===== src/rtl/core/mfbt_pkg.sv =====
// ----------------------------------------------------------------------------
// mfbt_pkg
// Shared constants, codes and types of the message queue with byte total.
// ----------------------------------------------------------------------------
package mfbt_pkg;

    localparam int QUEUE_DEPTH   = 4;
    localparam int MAX_MSG_BYTES = 8;
    localparam int MSG_SLOTS     = 8;
    localparam int BYTE_W        = 8;
    localparam int LEN_W         = 4;
    localparam int TOTAL_W       = 6;
    localparam int ACTION_W      = 2;
    localparam int IDX_W         = (QUEUE_DEPTH > 1) ? $clog2(QUEUE_DEPTH) : 1;
    localparam int CNT_W         = $clog2(QUEUE_DEPTH + 1);
    localparam int SUM_W         = IDX_W + 1;

    typedef logic [ACTION_W-1:0] action_t;

    localparam action_t ACT_APPEND = 2'd0;
    localparam action_t ACT_REMOVE = 2'd1;
    localparam action_t ACT_FLUSH  = 2'd2;

    typedef logic [MSG_SLOTS-1:0][BYTE_W-1:0] msg_t;

    typedef struct packed {
        logic step;
    } dp_cmd_t;

    typedef enum logic [1:0] {
        ST_IDLE = 2'b01,
        ST_HOLD = 2'b10
    } ctrl_state_t;

endpackage


===== src/rtl/core/mfbt_ctrl.sv =====
// ----------------------------------------------------------------------------
// mfbt_ctrl
// Handshake controller: tracks whether a result beat is held and issues
// the step command to the datapath.
// ----------------------------------------------------------------------------
module mfbt_ctrl
(
    input  logic              clk,
    input  logic              rst_n,
    input  logic              in_valid,
    output logic              in_ready,
    output logic              out_valid,
    input  logic              out_ready,
    output mfbt_pkg::dp_cmd_t cmd
);

    mfbt_pkg::ctrl_state_t state_reg;
    mfbt_pkg::ctrl_state_t state_next;

    assign in_ready  = (state_reg == mfbt_pkg::ST_IDLE) || out_ready;
    assign out_valid = (state_reg == mfbt_pkg::ST_HOLD);
    assign cmd.step  = in_valid && in_ready;

    always_comb
    begin
        case (state_reg)
            mfbt_pkg::ST_IDLE:
            begin
                state_next = cmd.step ? mfbt_pkg::ST_HOLD : mfbt_pkg::ST_IDLE;
            end
            mfbt_pkg::ST_HOLD:
            begin
                if (cmd.step)
                begin
                    state_next = mfbt_pkg::ST_HOLD;
                end
                else if (out_ready)
                begin
                    state_next = mfbt_pkg::ST_IDLE;
                end
                else
                begin
                    state_next = mfbt_pkg::ST_HOLD;
                end
            end
            default:
            begin
                state_next = mfbt_pkg::ST_IDLE;
            end
        endcase
    end

    always_ff @(posedge clk or negedge rst_n)
    begin
        if (!rst_n)
        begin
            state_reg <= mfbt_pkg::ST_IDLE;
        end
        else
        begin
            state_reg <= state_next;
        end
    end

endmodule


===== src/rtl/core/mfbt_dpath.sv =====
// ----------------------------------------------------------------------------
// mfbt_dpath
// Datapath: circular message store, head and count pointers, running byte
// total and the registered result beat.
// ----------------------------------------------------------------------------
module mfbt_dpath
(
    input  logic                                 clk,
    input  logic                                 rst_n,
    input  mfbt_pkg::dp_cmd_t                    cmd,
    input  mfbt_pkg::action_t                    action,
    input  logic [mfbt_pkg::LEN_W-1:0]           msg_length,
    input  mfbt_pkg::msg_t                       msg,
    output logic                                 append_ok,
    output logic                                 head_valid,
    output logic [mfbt_pkg::LEN_W-1:0]           head_length,
    output mfbt_pkg::msg_t                       head_msg,
    output logic [mfbt_pkg::TOTAL_W-1:0]         total_bytes
);

    mfbt_pkg::msg_t                     msg_mem [mfbt_pkg::QUEUE_DEPTH];
    logic [mfbt_pkg::LEN_W-1:0]         len_mem [mfbt_pkg::QUEUE_DEPTH];

    logic [mfbt_pkg::IDX_W-1:0]         head_reg;
    logic [mfbt_pkg::IDX_W-1:0]         head_next;
    logic [mfbt_pkg::CNT_W-1:0]         count_reg;
    logic [mfbt_pkg::CNT_W-1:0]         count_next;
    logic [mfbt_pkg::TOTAL_W-1:0]       total_reg;
    logic [mfbt_pkg::TOTAL_W-1:0]       total_next;

    logic                               append_ok_reg;
    logic                               head_valid_reg;
    logic [mfbt_pkg::LEN_W-1:0]         head_length_reg;
    mfbt_pkg::msg_t                     head_msg_reg;
    logic [mfbt_pkg::TOTAL_W-1:0]       total_bytes_reg;

    logic                               have;
    logic                               full;
    logic                               do_append;
    logic                               do_remove;
    logic                               do_flush;
    logic [mfbt_pkg::LEN_W-1:0]         len_sat;
    mfbt_pkg::msg_t                     msg_masked;
    logic [mfbt_pkg::SUM_W-1:0]         tail_sum;
    logic [mfbt_pkg::IDX_W-1:0]         tail_idx;
    logic [mfbt_pkg::SUM_W-1:0]         inc_sum;
    logic [mfbt_pkg::IDX_W-1:0]         head_inc;
    logic [mfbt_pkg::LEN_W-1:0]         cur_len;
    mfbt_pkg::msg_t                     cur_msg;

    assign have = (count_reg != '0);
    assign full = (count_reg == mfbt_pkg::CNT_W'(mfbt_pkg::QUEUE_DEPTH));

    assign do_append = cmd.step && (action == mfbt_pkg::ACT_APPEND) && !full;
    assign do_remove = cmd.step && (action == mfbt_pkg::ACT_REMOVE) && have;
    assign do_flush  = cmd.step && (action == mfbt_pkg::ACT_FLUSH);

    assign len_sat = (msg_length > mfbt_pkg::LEN_W'(mfbt_pkg::MAX_MSG_BYTES))
                   ? mfbt_pkg::LEN_W'(mfbt_pkg::MAX_MSG_BYTES) : msg_length;

    // bytes past the length are stored as zero
    always_comb
    begin
        for (int k = 0; k < mfbt_pkg::MSG_SLOTS; k++)
        begin
            msg_masked[k] = (mfbt_pkg::LEN_W'(k) < len_sat) ? msg[k] : '0;
        end
    end

    // wrap by one compare and subtract
    assign tail_sum = mfbt_pkg::SUM_W'(head_reg) + mfbt_pkg::SUM_W'(count_reg);
    assign tail_idx = (tail_sum >= mfbt_pkg::SUM_W'(mfbt_pkg::QUEUE_DEPTH))
                    ? mfbt_pkg::IDX_W'(tail_sum - mfbt_pkg::SUM_W'(mfbt_pkg::QUEUE_DEPTH))
                    : mfbt_pkg::IDX_W'(tail_sum);

    assign inc_sum  = mfbt_pkg::SUM_W'(head_reg) + mfbt_pkg::SUM_W'(1);
    assign head_inc = (inc_sum >= mfbt_pkg::SUM_W'(mfbt_pkg::QUEUE_DEPTH))
                    ? '0 : mfbt_pkg::IDX_W'(inc_sum);

    assign cur_len = have ? len_mem[head_reg] : '0;
    assign cur_msg = have ? msg_mem[head_reg] : '0;

    always_comb
    begin
        head_next  = head_reg;
        count_next = count_reg;
        total_next = total_reg;
        if (do_append)
        begin
            count_next = count_reg + mfbt_pkg::CNT_W'(1);
            total_next = total_reg + mfbt_pkg::TOTAL_W'(len_sat);
        end
        else if (do_remove)
        begin
            head_next  = head_inc;
            count_next = count_reg - mfbt_pkg::CNT_W'(1);
            total_next = total_reg - mfbt_pkg::TOTAL_W'(cur_len);
        end
        else if (do_flush)
        begin
            head_next  = '0;
            count_next = '0;
            total_next = '0;
        end
    end

    always_ff @(posedge clk or negedge rst_n)
    begin
        if (!rst_n)
        begin
            head_reg  <= '0;
            count_reg <= '0;
            total_reg <= '0;
        end
        else
        begin
            head_reg  <= head_next;
            count_reg <= count_next;
            total_reg <= total_next;
        end
    end

    always_ff @(posedge clk)
    begin
        if (do_append)
        begin
            msg_mem[tail_idx] <= msg_masked;
            len_mem[tail_idx] <= len_sat;
        end
    end

    // result beat, head as it stood before the step
    always_ff @(posedge clk)
    begin
        if (cmd.step)
        begin
            append_ok_reg   <= do_append;
            head_valid_reg  <= have;
            head_length_reg <= cur_len;
            head_msg_reg    <= cur_msg;
            total_bytes_reg <= total_next;
        end
    end

    assign append_ok   = append_ok_reg;
    assign head_valid  = head_valid_reg;
    assign head_length = head_length_reg;
    assign head_msg    = head_msg_reg;
    assign total_bytes = total_bytes_reg;

endmodule


===== src/rtl/core/message_fifo_with_byte_total.sv =====
// ----------------------------------------------------------------------------
// message_fifo_with_byte_total
// A result beat is registered when its input beat is accepted and appears in
// the cycle after. Throughput: one item per cycle while no result beat is held
// or out_ready is high; a held result beat is replaced as it is taken.
// Reset: asynchronous, empties the queue, clears head, count and total.
// Message store contents are not cleared.
// ----------------------------------------------------------------------------
module message_fifo_with_byte_total
(
    input  logic                                 clk,
    input  logic                                 rst_n,
    input  logic                                 in_valid,
    output logic                                 in_ready,
    input  logic [mfbt_pkg::ACTION_W-1:0]        action,
    input  logic [mfbt_pkg::LEN_W-1:0]           msg_length,
    input  logic [mfbt_pkg::BYTE_W-1:0]          in_byte0,
    input  logic [mfbt_pkg::BYTE_W-1:0]          in_byte1,
    input  logic [mfbt_pkg::BYTE_W-1:0]          in_byte2,
    input  logic [mfbt_pkg::BYTE_W-1:0]          in_byte3,
    input  logic [mfbt_pkg::BYTE_W-1:0]          in_byte4,
    input  logic [mfbt_pkg::BYTE_W-1:0]          in_byte5,
    input  logic [mfbt_pkg::BYTE_W-1:0]          in_byte6,
    input  logic [mfbt_pkg::BYTE_W-1:0]          in_byte7,
    output logic                                 out_valid,
    input  logic                                 out_ready,
    output logic                                 append_ok,
    output logic                                 head_valid,
    output logic [mfbt_pkg::LEN_W-1:0]           head_length,
    output logic [mfbt_pkg::BYTE_W-1:0]          out_byte0,
    output logic [mfbt_pkg::BYTE_W-1:0]          out_byte1,
    output logic [mfbt_pkg::BYTE_W-1:0]          out_byte2,
    output logic [mfbt_pkg::BYTE_W-1:0]          out_byte3,
    output logic [mfbt_pkg::BYTE_W-1:0]          out_byte4,
    output logic [mfbt_pkg::BYTE_W-1:0]          out_byte5,
    output logic [mfbt_pkg::BYTE_W-1:0]          out_byte6,
    output logic [mfbt_pkg::BYTE_W-1:0]          out_byte7,
    output logic [mfbt_pkg::TOTAL_W-1:0]         total_bytes
);

    mfbt_pkg::dp_cmd_t cmd;
    mfbt_pkg::msg_t    in_msg;
    mfbt_pkg::msg_t    out_msg;

    assign in_msg = {in_byte7, in_byte6, in_byte5, in_byte4,
                     in_byte3, in_byte2, in_byte1, in_byte0};

    assign out_byte0 = out_msg[0];
    assign out_byte1 = out_msg[1];
    assign out_byte2 = out_msg[2];
    assign out_byte3 = out_msg[3];
    assign out_byte4 = out_msg[4];
    assign out_byte5 = out_msg[5];
    assign out_byte6 = out_msg[6];
    assign out_byte7 = out_msg[7];

    mfbt_ctrl u_ctrl
    (
        .clk       (clk),
        .rst_n     (rst_n),
        .in_valid  (in_valid),
        .in_ready  (in_ready),
        .out_valid (out_valid),
        .out_ready (out_ready),
        .cmd       (cmd)
    );

    mfbt_dpath u_dpath
    (
        .clk         (clk),
        .rst_n       (rst_n),
        .cmd         (cmd),
        .action      (action),
        .msg_length  (msg_length),
        .msg         (in_msg),
        .append_ok   (append_ok),
        .head_valid  (head_valid),
        .head_length (head_length),
        .head_msg    (out_msg),
        .total_bytes (total_bytes)
    );

endmodule

===== config.mk =====
export PLATFORM = sky130hd
export DESIGN_NAME = message_fifo_with_byte_total
export DESIGN_NICKNAME = d
export VERILOG_FILES = /design/src/rtl/core/mfbt_pkg.sv /design/src/rtl/core/mfbt_ctrl.sv /design/src/rtl/core/mfbt_dpath.sv /design/src/rtl/core/message_fifo_with_byte_total.sv
export SDC_FILE = /design/constraint.sdc
export NUM_CORES = 1
export LEC_CHECK = 0
export BUFFER_PORTS_ARGS = -buffer_cell sky130_fd_sc_hd__buf_4
export CORE_AREA = 2 2 164 166
export CTS_BUF_LIST = sky130_fd_sc_hd__clkbuf_8
export DETAILED_ROUTE_END_ITERATION = 7
export DIE_AREA = 0 0 166 168
export PLACE_DENSITY = 0.74
export SETUP_SLACK_MARGIN = 0.2
export SLEW_MARGIN = 5
export SYNTH_ARGS = -nofsm -noshare
export SYNTH_HDL_FRONTEND = slang
export SYNTH_SLANG_ARGS = --single-unit

===== constraint.sdc =====
create_clock -name clk -period 7.7 [get_ports clk]
set_input_delay 1.54 -clock clk [delete_from_list [all_inputs] [get_ports clk]]
set_output_delay 1.54 -clock clk [all_outputs]
set_load 0.05 [all_outputs]

==> impl_metrics.csv, run 1 <==
group,metric,value,unit
yosys,yosys.area.top_type,"edfxtp_1",
yosys,yosys.cell_types.count,45,
route,drt-vias-per-instance,5.469,
floorplan,pin_count,152,
cells_and_area,fillerInstances,1842,
cts,clk_path_buf_depth,3,
cells_and_area,area_delta_synth_final,18.25,%
timing,maxSlewHeadroom,25.03,%
placement,dp_hpwl,15210,um
yosys,synth_area_per_cell,19.68,um2
global_route,grt_pass1_wl,40180,um
cts,clock_latency,0.57,ns
global_route,grt_max_degree,80,
yosys,synth_nets,806,
floorplan,rows,60,
setup_path,crit_required,7.88,ns
cells_and_area,largest_reg_flops,256,
route,vias,7072,
yosys,synth_edf_count,348,
setup_path,crit_arrival,4.39,ns
yosys,syn_inst,716,
route,remaining_drc_errors,0,
route,drt-total-wl,26150,um
status,status,"finished, final reports clean",
floorplan,start_util,53.47,%
floorplan,die_w,166,um
cells_and_area,drive_above_1_share,32.88,%
global_route,overflow,0,
cells_and_area,multi_input_area,0.003173,mm2
global_route,top_usage_layer,"met2",
floorplan,die_h,168,um
yosys,ys_seq_area_share,76.49,%
job,cap_viol_max_count,0,
timing,tightest_slew,1.125,ns
setup_path,crit_path_max_fanout,79,
pwr,finalPower,5.928,mW
timing,fin_tns_setup,0,ns
route,drtIter0Drc,674,
cts,post_cts_resized,0,
yosys,netlist_top_cells_area,"edfxtp_1 (74%), mux4_2 (10%), and2_1 (4.0%)",
cts,cts_tree,"yes",
timing,setup_viol,0,
timing,layout_setup_ws,3.491,ns
cts,postCtsHoldBufs,0,
yosys,yosys_warnings,0,
yosys,synth_ff_type,"edfxtp_1",
global_route,use_met3,3.573,%
route,ant_nets,0,
global_route,use_met1,24.95,%
cts,htreeDepth,2,
yosys,syn_area,0.01409,mm2
cts,postCtsSetupBuffers,0,
pwr,leakage,5.861,nW
setup_path,startpoint_type,"input pin",
floorplan,die_area,0.02789,mm2
global_route,antenna_found_initial,0,
timing,rsz0062_at_grt,"false",
timing,fmax,237.6,MHz
global_route,track_usage,18.74,%
pwr,powerDensity,355.8,mW/mm2
placement,port-buffer-count,151,
timing,hold_violations,0,
cts,cts-root-buf,"clkbuf_8",
global_route,met2_usage,31.61,%
setup_path,crit_path_end_kind,"flop",
cells_and_area,utilization,63.23,%
placement,placed_cell_area,0.01565,mm2
global_route,grt_pass1_vias,7233,
timing,fin_crit,4.209,ns
cts,clk_pin_slew,0.06,ns
cells_and_area,n_antenna_cell,0,
cells_and_area,seq_area,0.01078,mm2
cells_and_area,nNetsFinal,997,
route,drt-pass1-iter-count,4,
yosys,ys_seq_elements,361,
floorplan,core-area,0.02635,mm2
worst_hold_path,hold_class,"reg2reg",
placement,dp_slack,2.885,ns
placement,gp_congestion,0.7815,
cts,cts_buffers,55,
yosys,async_flop_share,3.601,%
yosys,synth_top_area_share,74.17,%
timing,finClkSkew,0.01649,ns
pwr,peakVddDrop,207.7,uV
timing,slew_violations,0,
timing,period_share,54.67,%
route,wire_per_inst,20.22,um
cts,cts_sinks,361,
setup_path,critPathKind,"in2reg",
cells_and_area,final_cell_area,0.01666,mm2
==> per-stage QoR <==
stage	std cells	hold slack [ns]
after floorplan	716	0.4851
final	1293	0.5647
after detailed placement	1191	0.5451
after global placement	1191	0.5320
after CTS	1293	0.5561
after global routing	1293	0.5967
==> placed cells by master (no fill, tap or decap), types with 13 or more instances in the layout <==
| cell type | instances |
|---|---|
| and2_1 | 89 |
| clkbuf_8 | 56 |
| edfxtp_1 | 348 |
| inv_1 | 29 |
| nor2b_1 | 44 |
| nor2_1 | 13 |
| clkinv_1 | 16 |
| mux4_2 | 65 |
| ha_1 | 15 |
| buf_4 | 162 |
==> layer usage <==
layer / vias to the layer above / wire (um)
met5: - / 0
met4: 0 / 660
met3: 50 / 1475
met2: 207 / 13290
met1: 3617 / 10720
li1: 3198 / -
==> final cells by class <==
class	count	share of cell area, %
timing repair buffer	162	7.300
sequential	361	64.73
tap	341	2.561
inverter	12	0.2854
multi-input combinational	315	19.04
clock buffer	56	4.626
clock inverter	46	1.457
==> kinds of logic after synthesis <==
| logic type | count (synthesis) | share of synthesized area (%) |
|---|---|---|
| flip-flops | 361 | 76.49 |
| AND/OR/NAND/NOR | 179 | 7.433 |
| multiplexers | 72 | 10.92 |
| buffers and inverters | 40 | 1.190 |
| AO/OA/AOI/OAI | 39 | 1.918 |
| adder cells (fa/ha/maj) | 17 | 1.554 |
| XOR/XNOR | 8 | 0.4973 |
==> Yosys cell counts (all sizes together) (3+ instances only) <==
cell	instances
o21ai	4
nor2	15
mux4	65
ha	15
a21oi	11
mux2i	3
dfrtp	12
buf	12
inv	12
edfxtp	348
mux2	4
xor2	6
nor2b	44
and2	89
clkbuf	16
nand2	13
a221o	3
nor3	6
o211ai	5
nand2b	5
==> power by group <==
group	internal (mW)	total, mW	switching (mW)
combinational	0.688	1.81	1.12
sequential	2.54	2.67	0.135
clock	0.744	1.44	0.698
total	3.97	5.93	1.96
==> path summary, 6_finish.rpt <==
| path | startpoint | end | slack [ns] | depth (start not counted) |
|---|---|---|---|---|
| worst max-delay path | out_ready | u_dpath.msg_mem[1][27]$_DFFE_PP_ | 3.49 | 9 |
| worst min-delay path | u_dpath.count_reg[2]$_DFFE_PN0P_ | u_dpath.count_reg[2]$_DFFE_PN0P_ | 0.56 | 1 |
| worst max register to register | u_ctrl.state_reg[0]$_DFF_PN1_ | u_dpath.msg_mem[1][27]$_DFFE_PP_ | 3.83 | 9 |
| worst min register to register | u_dpath.count_reg[2]$_DFFE_PN0P_ | u_dpath.count_reg[2]$_DFFE_PN0P_ | 0.56 | 1 |
| max in group asynchronous | rst_n | u_ctrl.state_reg[0]$_DFF_PN1_ | 6.63 | 1 |
| min in group asynchronous | rst_n | u_dpath.count_reg[2]$_DFFE_PN0P_ | 0.82 | 1 |
==> critical path, cell delays in order <==
cell,delay [ns]
buf_4,0.09
or2_2,0.11
nand2_1,0.15
inv_4,0.77
nand2_2,0.28
inv_2,0.24
nand2_1,0.16
nor2_4,0.21
buf_4,0.74
Note: power is estimated with default switching activity, not from simulation.
==> inputs of run 2 (changes only) <==
--- a/config.mk
+++ b/config.mk
@@ -10,7 +10,7 @@
 export CTS_BUF_LIST = sky130_fd_sc_hd__clkbuf_8
 export DETAILED_ROUTE_END_ITERATION = 7
 export DIE_AREA = 0 0 166 168
-export PLACE_DENSITY = 0.74
+export PLACE_DENSITY = 0.71
 export SETUP_SLACK_MARGIN = 0.2
 export SLEW_MARGIN = 5
 export SYNTH_ARGS = -nofsm -noshare
==> constraint.sdc (replaced) <==
create_clock -name clk -period 4.3 [get_ports clk]
set_input_delay 0.86 -clock clk [delete_from_list [all_inputs] [get_ports clk]]
set_output_delay 0.86 -clock clk [all_outputs]
set_load 0.05 [all_outputs]
==> run 2 against run 1 <==
- core utilization grew 0.33 points
- critical endpoint is now u_dpath.msg_mem[2][48]$_DFFE_PP_
- final cell count shrank 0.23%
- combinational power grew 81%
==> impl_metrics.csv, run 2 (same netlist as run 1, synthesis figures left out) <==
group,metric,value,unit
status,status,"finished, final reports clean",
cells_and_area,seq_area,0.01078,mm2
timing,hold_violations,0,
cts,post_cts_resized,0,
cts,cts_sinks,361,
cts,cts_tree,"yes",
setup_path,path_cells,"ha_1 -> or2_4 -> nand2_4 -> clkinvlp_4 -> nand2_4 -> nor3_4 -> buf_12",
route,remaining_drc_errors,0,
setup_path,startpoint_type,"flop",
route,drt-vias-per-instance,5.438,
cts,postCtsSetupBuffers,0,
route,ant_nets,0,
global_route,grt_pass1_wl,40710,um
cells_and_area,fillerInstances,1806,
timing,period_share,69.94,%
pwr,netSwitchingFraction,33.01,%
pwr,peakVddDrop,405.3,uV
cells_and_area,nNetsFinal,999,
cells_and_area,final_common_cell,"edfxtp_1",
timing,slew_violations,0,
timing,tightest_slew,1.013,ns
placement,gp_congestion,0.8233,
floorplan,die_h,168,um
pwr,seqPwrFrac,45.3,%
timing,maxSlewHeadroom,32.44,%
floorplan,start_util,53.47,%
placement,dp_cells,1193,
route,routedLengthMet1,10600,um
setup_path,crit_buf_inv,2,
cells_and_area,drive_above_1_share,33.09,%
timing,setup_viol,0,
timing,fmax,332.5,MHz
cts,cts_buffers,55,
setup_path,critPathTopFamily,"simple AND/OR/NAND/NOR gates",
cells_and_area,multi_input_area,0.003201,mm2
pwr,powerDensity,633.2,mW/mm2
route,drtIter0Drc,462,
timing,layout_setup_ws,1.293,ns
global_route,antenna_found_initial,0,
cts,postCtsHoldBufs,0,
pwr,leakage,5.878,nW
global_route,grt_pass1_vias,7551,
setup_path,crit_path_max_fanout,33,
cts,clk_path_buf_depth,3,
route,dr_wl_met2,13650,um
cells_and_area,utilization,63.56,%
cts,clock_latency,0.58,ns
floorplan,die_w,166,um
cells_and_area,n_antenna_cell,0,
setup_path,r2r-end,"u_dpath.msg_mem[2][48]$_DFFE_PP_",
placement,dp_slack,0.9880,ns
floorplan,core-area,0.02635,mm2
cells_and_area,area_delta_synth_final,18.86,%
cts,htreeDepth,2,
setup_path,critPathKind,"reg2reg",
global_route,grt_max_degree,69,
pwr,internal_power,7.104,mW
setup_path,r2r_start,"u_ctrl.state_reg[0]$_DFF_PN1_",
setup_path,crit_top_cell,"nand2_4",
route,wire_per_inst,20.24,um
setup_path,worst-path-stages,7,
cells_and_area,largest_reg_flops,256,
setup_path,slowest_stage,"nor3_4",
cells_and_area,final_cell_area,0.01675,mm2
timing,rsz0062_at_grt,"false",
setup_path,cp_slowest_stage_delay,0.75,ns
setup_path,crit_arrival,3.27,ns
global_route,track_usage,18.85,%
pwr,combinationalPowerShare,30.9,%
route,vias,7015,
setup_path,reg2reg_depth,7,
route,drt-total-wl,26110,um
placement,port-buffer-count,151,
timing,holdWs,0.1262,ns
floorplan,die_area,0.02789,mm2
pwr,p_clk_share,23.8,%
timing,fin_crit,3.007,ns
cells_and_area,layout.cells.non_filler,1290,
route,drt-pass1-iter-count,5,
route,dr_wl_met3,1464,um
pwr,net-switching-power,3.501,mW
placement,placed_cell_area,0.01575,mm2
cells_and_area,mostFrequentLayoutCells,"edfxtp_1 (348), buf_4 (159), and2_1 (89)",
timing,finClkSkew,0.02358,ns
worst_hold_path,hold_class,"in2async",
setup_path,crit_path_end_kind,"flop",
setup_path,ff2ff_setup_slack,1.29,ns
floorplan,pin_count,152,
global_route,overflow,0,
floorplan,rows,60,
cts,clk_pin_slew,0.06,ns
placement,dp_hpwl,15950,um
cts,cts-root-buf,"clkbuf_8",
job,cap_viol_max_count,0,
setup_path,crit_required,4.57,ns
route,top_layer,"met4",
## run 2: per-stage QoR
stage	total power [mW]	TNS [ns]
after detailed placement	8.193	0
after CTS	10.72	0
final	10.60	0
after global placement	8.126	0
after floorplan	7.224	-4.712
after global routing	11.08	0
## run 2: final cells by class
type	count	area share (%)
well taps	341	2.548
inverters	12	0.2914
multi-input cells	315	19.11
flip-flops and latches	361	64.39
repair buffers	164	7.725
clock buffers	58	4.767
clock inverters	39	1.165
## run 2: power by group through the flow
stage | Sequential, mW | Clock, mW | Combinational [mW]
after floorplan | 5.58 | 0 | 1.65
after global placement | 4.85 | 0 | 3.27
after detailed placement | 4.87 | 0 | 3.32
after CTS | 4.81 | 2.58 | 3.33
after global routing | 4.85 | 2.73 | 3.50
final | 4.80 | 2.52 | 3.28
## run 2: worst max-delay path by stage
| stage | startpoint | endpoint | slack, ns |
|---|---|---|---|
| final | u_ctrl.state_reg[0]$_DFF_PN1_ | u_dpath.msg_mem[2][48]$_DFFE_PP_ | 1.29 |
| after global routing | u_ctrl.state_reg[0]$_DFF_PN1_ | u_dpath.msg_mem[2][39]$_DFFE_PP_ | 1.06 |
| after CTS | u_ctrl.state_reg[0]$_DFF_PN1_ | u_dpath.msg_mem[2][53]$_DFFE_PP_ | 1.23 |
| after detailed placement | out_ready | u_dpath.msg_mem[1][14]$_DFFE_PP_ | 0.99 |
| after floorplan | out_ready | u_dpath.len_mem[0][0]$_DFFE_PP_ | -0.03 |
| after global placement | out_ready | u_dpath.msg_mem[1][52]$_DFFE_PP_ | 1.08 |
## run 2: metal layers
layer	track usage (%)	vias up
met4	5.482	0
met3	3.691	28
met1	24.17	3574
met5	0	-
li1	-	3206
met2	33.10	207
